## src/rtl/core/kpet_pkg.sv

```systemverilog
package kpet_pkg;

    // Field widths fixed by the item format.
    localparam int KIND_W = 4;
    localparam int ID_W   = 56;
    localparam int KEY_W  = KIND_W + ID_W;
    localparam int TIME_W = 32;
    localparam int PEN_W  = 16;
    localparam int ACT_W  = 2;
    localparam int STAT_W = 2;

    // Action codes.
    localparam logic [ACT_W-1:0] ACT_ADD       = 2'd0;
    localparam logic [ACT_W-1:0] ACT_QUERY     = 2'd1;
    localparam logic [ACT_W-1:0] ACT_CLEAR_ONE = 2'd2;
    localparam logic [ACT_W-1:0] ACT_CLEAR_ALL = 2'd3;

    // Status codes.
    localparam logic [STAT_W-1:0] ST_DONE = 2'd0;
    localparam logic [STAT_W-1:0] ST_FULL = 2'd1;
    localparam logic [STAT_W-1:0] ST_ZERO = 2'd2;

    // Classified command handed from the front to the back.
    typedef struct packed {
        logic [ACT_W-1:0]  act;
        logic              zero_pen;
        logic [KEY_W-1:0]  key;
        logic [TIME_W-1:0] now;
        logic [TIME_W-1:0] expiry;
    } t_cmd;

    // Result of one item.
    typedef struct packed {
        logic [TIME_W-1:0] remaining;
        logic [STAT_W-1:0] status;
    } t_res;

endpackage

```

## src/rtl/core/kpet_fifo.sv

```systemverilog
module kpet_fifo #(
    parameter int W = 1
) (
    input  logic         i_clk,
    input  logic         i_rst_n,
    input  logic         i_push,
    input  logic [W-1:0] i_data,
    output logic         o_full,
    input  logic         i_pop,
    output logic [W-1:0] o_data,
    output logic         o_empty
);

    // Two-entry queue: enough to decouple producer and consumer by one transfer.
    logic [W-1:0] r_mem [2];
    logic         r_wp;
    logic         r_rp;
    logic [1:0]   r_cnt;
    logic         w_do_push;
    logic         w_do_pop;

    assign o_full    = (r_cnt == 2'd2);
    assign o_empty   = (r_cnt == 2'd0);
    assign o_data    = r_mem[r_rp];
    assign w_do_push = i_push && !o_full;
    assign w_do_pop  = i_pop && !o_empty;

    // Pointers and fill count.
    always_ff @(posedge i_clk) begin
        if (!i_rst_n) begin
            r_wp  <= 1'b0;
            r_rp  <= 1'b0;
            r_cnt <= 2'd0;
        end else begin
            if (w_do_push) begin
                r_wp <= ~r_wp;
            end
            if (w_do_pop) begin
                r_rp <= ~r_rp;
            end
            if (w_do_push && !w_do_pop) begin
                r_cnt <= r_cnt + 2'd1;
            end else if (!w_do_push && w_do_pop) begin
                r_cnt <= r_cnt - 2'd1;
            end
        end
    end

    // Storage needs no reset.
    always_ff @(posedge i_clk) begin
        if (w_do_push) begin
            r_mem[r_wp] <= i_data;
        end
    end

endmodule

```

## src/rtl/core/kpet_front.sv

```systemverilog
module kpet_front
    import kpet_pkg::*;
(
    input  logic              i_clk,
    input  logic              i_rst_n,
    input  logic              i_push,
    output logic              o_full,
    input  logic [ACT_W-1:0]  i_action,
    input  logic [KIND_W-1:0] i_id_kind,
    input  logic [ID_W-1:0]   i_cell_id,
    input  logic [TIME_W-1:0] i_now,
    input  logic [PEN_W-1:0]  i_penalty_seconds,
    input  logic              i_cmd_pop,
    output t_cmd              o_cmd,
    output logic              o_cmd_valid
);

    t_cmd w_cmd;
    logic w_empty;

    // Build the key, the new expiry (modulo 2^32) and flag a zero penalty.
    always_comb begin
        w_cmd          = '0;
        w_cmd.act      = i_action;
        w_cmd.zero_pen = (i_penalty_seconds == '0);
        w_cmd.key      = {i_id_kind, i_cell_id};
        w_cmd.now      = i_now;
        w_cmd.expiry   = i_now + {{(TIME_W-PEN_W){1'b0}}, i_penalty_seconds};
    end

    // Command queue between front and back.
    kpet_fifo #(
        .W($bits(t_cmd))
    ) u_cmdq (
        .i_clk   (i_clk),
        .i_rst_n (i_rst_n),
        .i_push  (i_push),
        .i_data  (w_cmd),
        .o_full  (o_full),
        .i_pop   (i_cmd_pop),
        .o_data  (o_cmd),
        .o_empty (w_empty)
    );

    assign o_cmd_valid = !w_empty;

endmodule

```

## src/rtl/core/kpet_back.sv

```systemverilog
module kpet_back
    import kpet_pkg::*;
#(
    parameter int TABLE_ENTRIES = 16
) (
    input  logic i_clk,
    input  logic i_rst_n,
    input  t_cmd i_cmd,
    input  logic i_cmd_valid,
    output logic o_cmd_pop,
    input  logic i_res_full,
    output logic o_res_push,
    output t_res o_res
);

    localparam int AW = (TABLE_ENTRIES > 1) ? $clog2(TABLE_ENTRIES) : 1;
    localparam int CW = $clog2(TABLE_ENTRIES + 1);
    localparam logic [CW-1:0] LAST_CNT = CW'(TABLE_ENTRIES);

    localparam logic [1:0] S_IDLE = 2'd0;
    localparam logic [1:0] S_SCAN = 2'd1;
    localparam logic [1:0] S_FIN  = 2'd2;

    logic [1:0]              r_state;
    logic [1:0]              n_state;
    t_cmd                    r_cmd;
    logic [CW-1:0]           r_idx;
    logic                    r_pv;
    logic [AW-1:0]           r_pidx;
    logic [TABLE_ENTRIES-1:0] r_valid;
    logic [KEY_W-1:0]        mem_key [TABLE_ENTRIES];
    logic [TIME_W-1:0]       mem_exp [TABLE_ENTRIES];
    logic [KEY_W-1:0]        r_rkey;
    logic [TIME_W-1:0]       r_rexp;
    logic                    r_mfound;
    logic [AW-1:0]           r_midx;
    logic [TIME_W-1:0]       r_mexp;
    logic                    r_ffound;
    logic [AW-1:0]           r_fidx;
    logic [TIME_W-1:0]       r_best;

    logic                    w_start;
    logic                    w_issue;
    logic                    w_hit;
    logic                    w_live;
    logic                    w_slot_v;
    logic [TIME_W-1:0]       w_left;
    logic                    w_is_add;
    logic                    w_wr;
    logic [AW-1:0]           w_waddr;

    assign w_start  = (r_state == S_IDLE) && i_cmd_valid && !i_res_full;
    assign w_issue  = (r_state == S_SCAN) && (r_idx != LAST_CNT);
    assign w_is_add = (r_cmd.act == ACT_ADD) && !r_cmd.zero_pen;

    // Compare the entry read in the previous cycle with the command.
    assign w_slot_v = r_valid[r_pidx];
    assign w_hit    = w_slot_v && (r_rkey == r_cmd.key);
    assign w_live   = r_cmd.now < r_rexp;
    assign w_left   = r_rexp - r_cmd.now;

    // Write on an add: raise the matching entry, or fill a free slot.
    always_comb begin
        w_wr    = 1'b0;
        w_waddr = r_fidx;
        if ((r_state == S_FIN) && w_is_add) begin
            if (r_mfound) begin
                w_wr    = (r_mexp < r_cmd.expiry);
                w_waddr = r_midx;
            end else if (r_ffound) begin
                w_wr    = 1'b1;
                w_waddr = r_fidx;
            end
        end
    end

    // Sequencer.
    always_comb begin
        n_state = r_state;
        unique case (r_state)
            S_IDLE: begin
                if (w_start) begin
                    if ((i_cmd.act == ACT_CLEAR_ALL) ||
                        ((i_cmd.act == ACT_ADD) && i_cmd.zero_pen)) begin
                        n_state = S_FIN;
                    end else begin
                        n_state = S_SCAN;
                    end
                end
            end
            S_SCAN: begin
                if ((r_idx == LAST_CNT) && !r_pv) begin
                    n_state = S_FIN;
                end
            end
            S_FIN: begin
                n_state = S_IDLE;
            end
            default: begin
                n_state = S_IDLE;
            end
        endcase
    end

    always_ff @(posedge i_clk) begin
        if (!i_rst_n) begin
            r_state <= S_IDLE;
            r_pv    <= 1'b0;
        end else begin
            r_state <= n_state;
            if (w_start) begin
                r_pv <= 1'b0;
            end else begin
                r_pv <= w_issue;
            end
        end
    end

    // Scan bookkeeping: address counter, first match, first free slot, best time.
    always_ff @(posedge i_clk) begin
        if (w_start) begin
            r_cmd    <= i_cmd;
            r_idx    <= '0;
            r_mfound <= 1'b0;
            r_ffound <= 1'b0;
            r_best   <= '0;
        end else begin
            if (w_issue) begin
                r_idx  <= r_idx + CW'(1);
                r_pidx <= r_idx[AW-1:0];
            end
            if ((r_state == S_SCAN) && r_pv) begin
                if (w_hit && !r_mfound) begin
                    r_mfound <= 1'b1;
                    r_midx   <= r_pidx;
                    r_mexp   <= r_rexp;
                end
                if ((!w_slot_v || !w_live) && !r_ffound) begin
                    r_ffound <= 1'b1;
                    r_fidx   <= r_pidx;
                end
                if ((r_cmd.act == ACT_QUERY) && w_hit && w_live && (w_left > r_best)) begin
                    r_best <= w_left;
                end
            end
        end
    end

    // Valid bits live in flip-flops and clear at reset.
    always_ff @(posedge i_clk) begin
        if (!i_rst_n) begin
            r_valid <= '0;
        end else begin
            if (w_start && (i_cmd.act == ACT_CLEAR_ALL)) begin
                r_valid <= '0;
            end
            if ((r_state == S_SCAN) && r_pv && w_hit && (r_cmd.act == ACT_CLEAR_ONE)) begin
                r_valid[r_pidx] <= 1'b0;
            end
            if (w_wr) begin
                r_valid[w_waddr] <= 1'b1;
            end
        end
    end

    // Key and expiry memory: one write port, one registered read port.
    always_ff @(posedge i_clk) begin
        if (w_wr) begin
            mem_key[w_waddr] <= r_cmd.key;
            mem_exp[w_waddr] <= r_cmd.expiry;
        end
        if (w_issue) begin
            r_rkey <= mem_key[r_idx[AW-1:0]];
            r_rexp <= mem_exp[r_idx[AW-1:0]];
        end
    end

    // Result of the finished command.
    always_comb begin
        o_res           = '0;
        o_res.status    = ST_DONE;
        o_res.remaining = '0;
        case (r_cmd.act)
            ACT_ADD: begin
                if (r_cmd.zero_pen) begin
                    o_res.status = ST_ZERO;
                end else if (!r_mfound && !r_ffound) begin
                    o_res.status = ST_FULL;
                end
            end
            ACT_QUERY: begin
                o_res.remaining = r_best;
            end
            default: begin
                o_res.status = ST_DONE;
            end
        endcase
    end

    assign o_res_push = (r_state == S_FIN);
    assign o_cmd_pop  = w_start;

endmodule

```

## src/rtl/core/keyed_penalty_expiry_table_top.sv

```systemverilog
// Keyed penalty expiry table.
// Input channel: an item (action, id_kind, cell_id, now, penalty_seconds) is
// transferred at a clock edge with push high and full low. Result channel: while
// empty is low the oldest result (remaining, status) is on the ports; it is
// transferred at an edge with pop high.
// Each item yields exactly one result, in order.
// Execution: a query, clear-one or non-zero add scans the table one entry per cycle
// through the key/expiry memory read port, and items are executed one at a time:
// the executor takes the next command only once the last one has finished. A
// zero-penalty add or a clear-all skips the scan.
// A two-entry command queue after the classifier and a two-entry result queue
// let the input side keep transferring while the receiver stalls; when the
// result queue is full the executor holds the next command and full rises
// once the command queue fills.
// Reset (synchronous, active low) empties both queues and marks all slots free;
// there is no clearing pass and the block takes items in the first cycle after.
module keyed_penalty_expiry_table_top
    import kpet_pkg::*;
#(
    parameter int TABLE_ENTRIES = 16
) (
    input  logic              i_clk,
    input  logic              i_rst_n,
    input  logic              push,
    output logic              full,
    input  logic [ACT_W-1:0]  i_action,
    input  logic [KIND_W-1:0] i_id_kind,
    input  logic [ID_W-1:0]   i_cell_id,
    input  logic [TIME_W-1:0] i_now,
    input  logic [PEN_W-1:0]  i_penalty_seconds,
    output logic              empty,
    input  logic              pop,
    output logic [TIME_W-1:0] o_remaining,
    output logic [STAT_W-1:0] o_status
);

    t_cmd w_cmd;
    logic w_cmd_valid;
    logic w_cmd_pop;
    logic w_res_full;
    logic w_res_push;
    t_res w_res;
    t_res w_res_out;

    // Front: classify and queue commands.
    kpet_front u_front (
        .i_clk             (i_clk),
        .i_rst_n           (i_rst_n),
        .i_push            (push),
        .o_full            (full),
        .i_action          (i_action),
        .i_id_kind         (i_id_kind),
        .i_cell_id         (i_cell_id),
        .i_now             (i_now),
        .i_penalty_seconds (i_penalty_seconds),
        .i_cmd_pop         (w_cmd_pop),
        .o_cmd             (w_cmd),
        .o_cmd_valid       (w_cmd_valid)
    );

    // Back: table scan and update.
    kpet_back #(
        .TABLE_ENTRIES(TABLE_ENTRIES)
    ) u_back (
        .i_clk       (i_clk),
        .i_rst_n     (i_rst_n),
        .i_cmd       (w_cmd),
        .i_cmd_valid (w_cmd_valid),
        .o_cmd_pop   (w_cmd_pop),
        .i_res_full  (w_res_full),
        .o_res_push  (w_res_push),
        .o_res       (w_res)
    );

    // Result queue in front of the receiver.
    kpet_fifo #(
        .W($bits(t_res))
    ) u_resq (
        .i_clk   (i_clk),
        .i_rst_n (i_rst_n),
        .i_push  (w_res_push),
        .i_data  (w_res),
        .o_full  (w_res_full),
        .i_pop   (pop),
        .o_data  (w_res_out),
        .o_empty (empty)
    );

    assign o_remaining = w_res_out.remaining;
    assign o_status    = w_res_out.status;

endmodule

```

## config.mk

```make
export PLATFORM = sky130hd
export DESIGN_NAME = keyed_penalty_expiry_table_top
export DESIGN_NICKNAME = d
export VERILOG_FILES = /design/src/rtl/core/kpet_pkg.sv /design/src/rtl/core/kpet_fifo.sv /design/src/rtl/core/kpet_front.sv /design/src/rtl/core/kpet_back.sv /design/src/rtl/core/keyed_penalty_expiry_table_top.sv
export SDC_FILE = /design/constraint.sdc
export NUM_CORES = 2
export LEC_CHECK = 0
export ABC_AREA = 1
export BUFFER_PORTS_ARGS = -buffer_cell sky130_fd_sc_hd__buf_4
export CAP_MARGIN = 20
export CORE_ASPECT_RATIO = 1.5
export CORE_MARGIN = 2
export CORE_UTILIZATION = 55
export DETAILED_ROUTE_END_ITERATION = 8
export PLACE_DENSITY_LB_ADDON = 0.3
export SETUP_SLACK_MARGIN = 0.3
export SYNTH_ARGS = -nofsm -noshare
export SYNTH_HDL_FRONTEND = slang
export SYNTH_SLANG_ARGS = --single-unit
```

## constraint.sdc

```tcl
create_clock -name i_clk -period 7.3 [get_ports i_clk]
set_input_delay 1.095 -clock i_clk [delete_from_list [all_inputs] [get_ports i_clk]]
set_output_delay 1.095 -clock i_clk [all_outputs]
set_load 0.02 [all_outputs]
```

# Yosys cells after proc, flatten, opt, wreduce, memory -nomap -nowiden
# Memories as Yosys holds them, arrays and structs flattened. A register that Yosys moved wholly into a read port is not among the register bits.
# Index checks and enable logic that the tools add are counted.
# classes
addsub,7
n_mul,0
div,0
n_lt_le_gt_ge,7
eq_ne,12
shifts,0
n_mux,38
bitwise,9
reduce_logical,60
# ops
operator,n
two-way mux 16 bit,5
< comparator 32 bit,2
equality test 60 bit,1
adder 32 x 16 -> 32 bit,1
greater-than comparator 32 bit,1
two-way mux 32 bit,1
subtractor 32 bit,1
logical AND 1 bit,28
two-way mux 2 bit,9
two-way mux 1 bit,17
AND 16 bit,1
logical NOT 16 bit,1
NOT 16 bit,1
bitwise OR 16 bit,1
logical NOT 1 bit,14
"equality test 2 bit, second input constant",5
logical NOT 2 bit,5
"< comparator 4 x 5 -> 1 bit, second input constant",2
AND reduction 2 bit,5
demux 1 bit (select 4 bit),2
">= comparator 4 x 1 -> 1 bit, second input constant",2
two-way mux 4 bit,2
NOT 1 bit,6
AND reduction 3 bit,2
other kinds (12),18
# word_totals
register_bits,237
latchBits,0
ramBits,1794
mem_bits_ro,0
output_inout_bits,36
wordCells,159
n_memories,4
# mem_list
memory,depth,word_bits,rd,rd_ports_with_merged_regs,wr,line,rtl
u_back.mem_key,16,60,1,1,1,kpet_back.sv:31,logic [KEY_W-1:0] mem_key [TABLE_ENTRIES];
u_back.mem_exp,16,32,1,1,1,kpet_back.sv:32,logic [TIME_W-1:0] mem_exp [TABLE_ENTRIES];
u_front.u_cmdq.r_mem,2,127,1,1,1,kpet_fifo.sv:15,logic [W-1:0] r_mem [2];
u_resq.r_mem,2,34,1,1,1,kpet_fifo.sv:15,

# Logic depth before layout (Yosys ltp)
# logic_depth
ltp_word,12
mapped_depth,25
depth_no_buf,24

# Cells and area by module
# Synthesis repeated with hierarchy kept, for this count alone.
# unflattened
hier_cells,6676
hier_area_um2,86282.8
# by_module_without_submodules
module,n_inst,cells_per_inst,area_per_inst_um2,seq_area_each_um2
kpet_back,1,5741,72180.5,53261.1
kpet_fifo at u_front.u_cmdq,1,433,9512.9,7727.4
kpet_fifo at u_resq,1,144,2854.0,2142.1
kpet_front,1,358,1735.4,0.0

# Worst setup path after synthesis
# No wires, ideal clock.
# synth_path
path_kind,register to register
from,register u_back.r_idx[0]
to,register u_back.r_idx[4]
setup_time_ps,119
arrival_time_ps,7470
required_ps,7181
setup_slack_ps,-289
path_stages_with_launch,13
path_buffers,4
period_less_slack_ps,7589
cell_sequence,dfxtp_1 > buf_2 > buf_2 > inv_2 > clkbuf_1 > buf_2 > ha_1 > a31oi_1 > inv_1 > nor3_1 > nand2_1 > o21ai_0 > a21oi_1
# synth_between
elab_chain_cells,2
word_cells_on_any_way,3
# synth_lines
element,line,rtl
"start, declared",kpet_back.sv:27,logic [CW-1:0] r_idx;
"start signal, assigned",kpet_back.sv:129,r_idx <= r_idx + CW'(1);
inequality test 5 bit,kpet_back.sv:53,assign w_issue = (r_state == S_SCAN) && (r_idx != LAST_CNT);
logical AND 1 bit,kpet_back.sv:53,
via u_back.w_issue,kpet_back.sv:43,logic w_issue;
# The timed path passes the listed nets, and every way through them passes these cells.
# A chain may end at the register's enable or synchronous reset.

# Final worst setup path
# layout_path
from,register u_back.r_rexp[0] (read register of u_back.mem_exp)
to,register u_back.r_best[4]
# layout_between
elab_chain_cells,4
word_cells_on_any_way,6
# layout_lines
element,line,rtl
"start, declared",kpet_back.sv:34,logic [TIME_W-1:0] r_rexp;
subtractor 32 bit,kpet_back.sv:60,assign w_left = r_rexp - r_cmd.now;
via u_back.w_left[22],kpet_back.sv:47,logic [TIME_W-1:0] w_left;
greater-than comparator 32 bit,kpet_back.sv:142,if ((r_cmd.act == ACT_QUERY) && w_hit && w_live && (w_left > r_best)) begin
logical AND 1 bit,kpet_back.sv:142,
AND reduction 2 bit (no source line),--,
"end signal, assigned",kpet_back.sv:143,r_best <= w_left;
"end, declared",kpet_back.sv:40,logic [TIME_W-1:0] r_best;
# The timed path passes the listed nets, and every way through them passes these cells.

==> results.sh <==
export IMPL_clk_latency_ns=0.84
export IMPL_grt_busiest_layer="met2"
export IMPL_row_count=176
export IMPL_post_route_min_period_ns=4.74
export IMPL_die_area_um2=158000
export IMPL_portBuffers=149
export IMPL_relSlewSlack_pct=8.70
export IMPL_routedWlPerCell_um=24.1
export IMPL_synth_top_flop_cell="edfxtp_1"
export IMPL_fin_setup_tns_ns=0
export IMPL_rsz0062_at_grt="no"
export IMPL_post_dp_cell_area_um2=88400
export IMPL_totalWireLength_um=213000
export IMPL_yosysWarnings=0
export IMPL_cts_resized=0
export IMPL_fmax_mhz=211
export IMPL_synth_largest_area_cell="edfxtp_1"
export IMPL_synth_adder_area_share_pct=1.74
export IMPL_core_area_um2=153000
export IMPL_p_leak_nw=32.4
export IMPL_path_class="register to register"
export IMPL_synth_area_top_cells="edfxtp_1, o21ai_0, nor2_1"
export IMPL_timing_max_cap_violations=0
export IMPL_synthMostInstantiatedCell="edfxtp_1"
export IMPL_cts_sinks=2125
export IMPL_synth_seq_cells=2125
export IMPL_synth_cell_types=42
export IMPL_h_tree_depth=4
export IMPL_ys_seq_area_share_pct=74.2
export IMPL_synth_cells=6576
export IMPL_start_kind="register"
export IMPL_synth_top_family_by_area="simple AND/OR/NAND/NOR gates"
export IMPL_clock_skew_ns=0.0428
export IMPL_num_io_pins=150
export IMPL_grt_pass1_wl_um=318000
export IMPL_peakVddDrop_mv=0.309
export IMPL_synth_common_cells="edfxtp_1, nor2_1, nand2_1"
export IMPL_route_detailed_drc=0
export IMPL_synth_compound_area_share_pct=8.49
export IMPL_cts_max_path_buffers=3
export IMPL_status="complete, no violations"
export IMPL_async_reset_ff_share_pct=0
export IMPL_grt_use_met1_pct=32.1
export IMPL_initial_core_util_pct=55.4
export IMPL_dp_hpwl_um=117000
export IMPL_drv_slew=0
export IMPL_grt_overflow=0
export IMPL_final_area_um2=94400
export IMPL_tightest_slew_ns=1.37
export IMPL_die_w_um=325
export IMPL_gr_usage_met3_pct=3.48
export IMPL_cts_root_buf="clkbuf_16"
export IMPL_synth_area_per_cell_um2=12.9
export IMPL_grt_pass1_vias=52500
export IMPL_powerDensity_nw_per_um2=375
export IMPL_grt_max_degree=253
export IMPL_arrival_ns=5.46
export IMPL_synth_area_um2=85100
export IMPL_synth_edf_count=2057
export IMPL_cts_repair_timing_setup_buffer_count=0
export IMPL_die_y_um=486
export IMPL_grt_use_met2_pct=47.7
export IMPL_gp_congestion=0.906
export IMPL_vias_per_cell=5.96
export IMPL_cts_buffers_inserted=186
export IMPL_dr_total_vias=52800
export IMPL_drive_above_1_share_pct=10.2
export IMPL_cp_max_fo=62
export IMPL_cts_clk_slew_worst_paths_ns=0.07
export IMPL_firstDrtPassIters=6
export IMPL_fillers=11400
export IMPL_min_period_over_period_pct=64.9
export IMPL_cts_hold_buf=0
export IMPL_hold_depth=1
export IMPL_hold_class="input pin to register"
export IMPL_area_growth_pct=10.9
export IMPL_finalHoldViolCount=0
export IMPL_first_iter_violations=5689
export IMPL_ant_nets=0
export IMPL_gr_usage_all_layers_pct=26.6
export IMPL_setup_worst_path_end_class="register"
export IMPL_cts_tree="built"
export IMPL_synthXorXnorAreaFrac_pct=0.597
export IMPL_grt_antenna_before_repair=1
export IMPL_setup_violations=0
export IMPL_synthMuxAreaShare_pct=2.10
export IMPL_crit_required_ns=8.02
export IMPL_synth_top_area_share_pct=72.6
export IMPL_synth_simple_gate_area_share_pct=9.87
export IMPL_r2r_cells=21
export IMPL_nNetsFinal=6892
export IMPL_syn_num_nets=6807
## final cells by class
cell class / count / area [µm²] / area share [%]
Timing Repair Buffer: 218 / 1850 / 1.96
Clock inverter: 112 / 1120 / 1.19
Inverter: 352 / 1380 / 1.47
Sequential cell: 2125 / 63100 / 66.9
Tap cell: 2047 / 2560 / 2.71
Multi-Input combinational cell: 3778 / 19500 / 20.6
Antenna cell: 1 / 2.50 / 0.00265
Clock buffer: 228 / 4850 / 5.14
## cells by family after synthesis
family / Yosys count
compound gates: 1334
xor+xnor: 58
fa+ha+maj: 117
buf+inv: 673
flops: 2125
mux: 159
simple gates: 2110
## report_power, final
group / leakage (nW) / internal [mW] / switching, mW
Combinational: 10.3 / 2.62 / 5.68
Sequential: 19.2 / 15.8 / 1.58
Clock: 2.88 / 5.24 / 4.47
Total: 32.4 / 23.7 / 11.7
## final timing paths
kind,from,to,slack (ns)
setup / recovery,u_back.r_rexp[0],u_back.r_best[4],2.56
hold / removal,i_cell_id[3],u_front.u_cmdq.r_mem[0][67],0.44
setup reg to reg,u_back.r_rexp[0],u_back.r_best[4],2.56
hold reg to reg,u_front.u_cmdq.r_rp,register,0.45
## flip-flops by register name, indices dropped and copies added (netlist names), 2 cells and up, named ones only
signal	cells
u_back.r_cmd	127
u_front.u_cmdq.r_mem	254
u_back.r_state	2
u_back.mem_key	960
u_back.r_valid	16
u_back.r_pidx	4
u_back.r_best	32
u_front.u_cmdq.r_cnt	2
u_back.r_mexp	32
u_back.r_fidx	4
u_resq.r_mem	68
u_back.mem_exp	512
u_resq.r_cnt	2
u_back.r_rkey	60
u_back.r_rexp	32
u_back.r_midx	4
u_back.r_idx	5
## layout by cell type, fill, tap and decap left out, types with 29 or more instances in the layout
cell type,count
o22ai_1,368
o21ai_0,805
inv_1,324
xor2_1,41
nand2_1,825
mux2_2,159
a21oi_1,126
ha_1,115
edfxtp_1,2057
nor2_1,1055
clkbuf_1,39
nand3_1,69
clkinv_1,40
clkinv_2,29
clkbuf_16,187
buf_4,200
nand4_1,107
dfxtp_1,65
## worst max-delay path, cell delays in order, from the launching register on
cell and delay (ns):
edfxtp_1 0.35, inv_1 0.05, ha_1 0.24, fa_1 0.42, inv_1 0.22, nand3_1 0.11, nand2_1 0.17, a21oi_1 0.18
o21ai_0 0.20, buf_4 0.18, nand2_1 0.05, nand2_1 0.13, xor2_1 0.39, ha_1 0.18, nand2_1 0.07, nor2_1 0.18
and3_1 0.18, nand2_1 0.05, nand2_1 0.14, nand4_4 0.72, nor2_1 0.32, nor2_1 0.08
## metrics by stage
stage	setup slack, ns	std cells	utilization, %	power (mW)	hold slack (ns)
final	2.56	8861	61.5	35.4	0.438
after global routing	2.13	8861	61.5	37.0	0.403
after CTS	2.55	8857	61.5	35.5	0.382
after detailed placement	2.56	8517	57.6	25.9	0.432
after global placement	2.67	8516	57.6	25.7	0.421
after floorplan	1.90	6576	-	22.5	0.425
## routing by layer
metal | up-vias | share of wire, %
met3 | 479 | 6.7
met1 | 26200 | 37
met5 | - | 0
met4 | 0 | 4.3
li1 | 23900 | -
met2 | 2284 | 52
No activity file was read; power rests on OpenSTA's default activity.
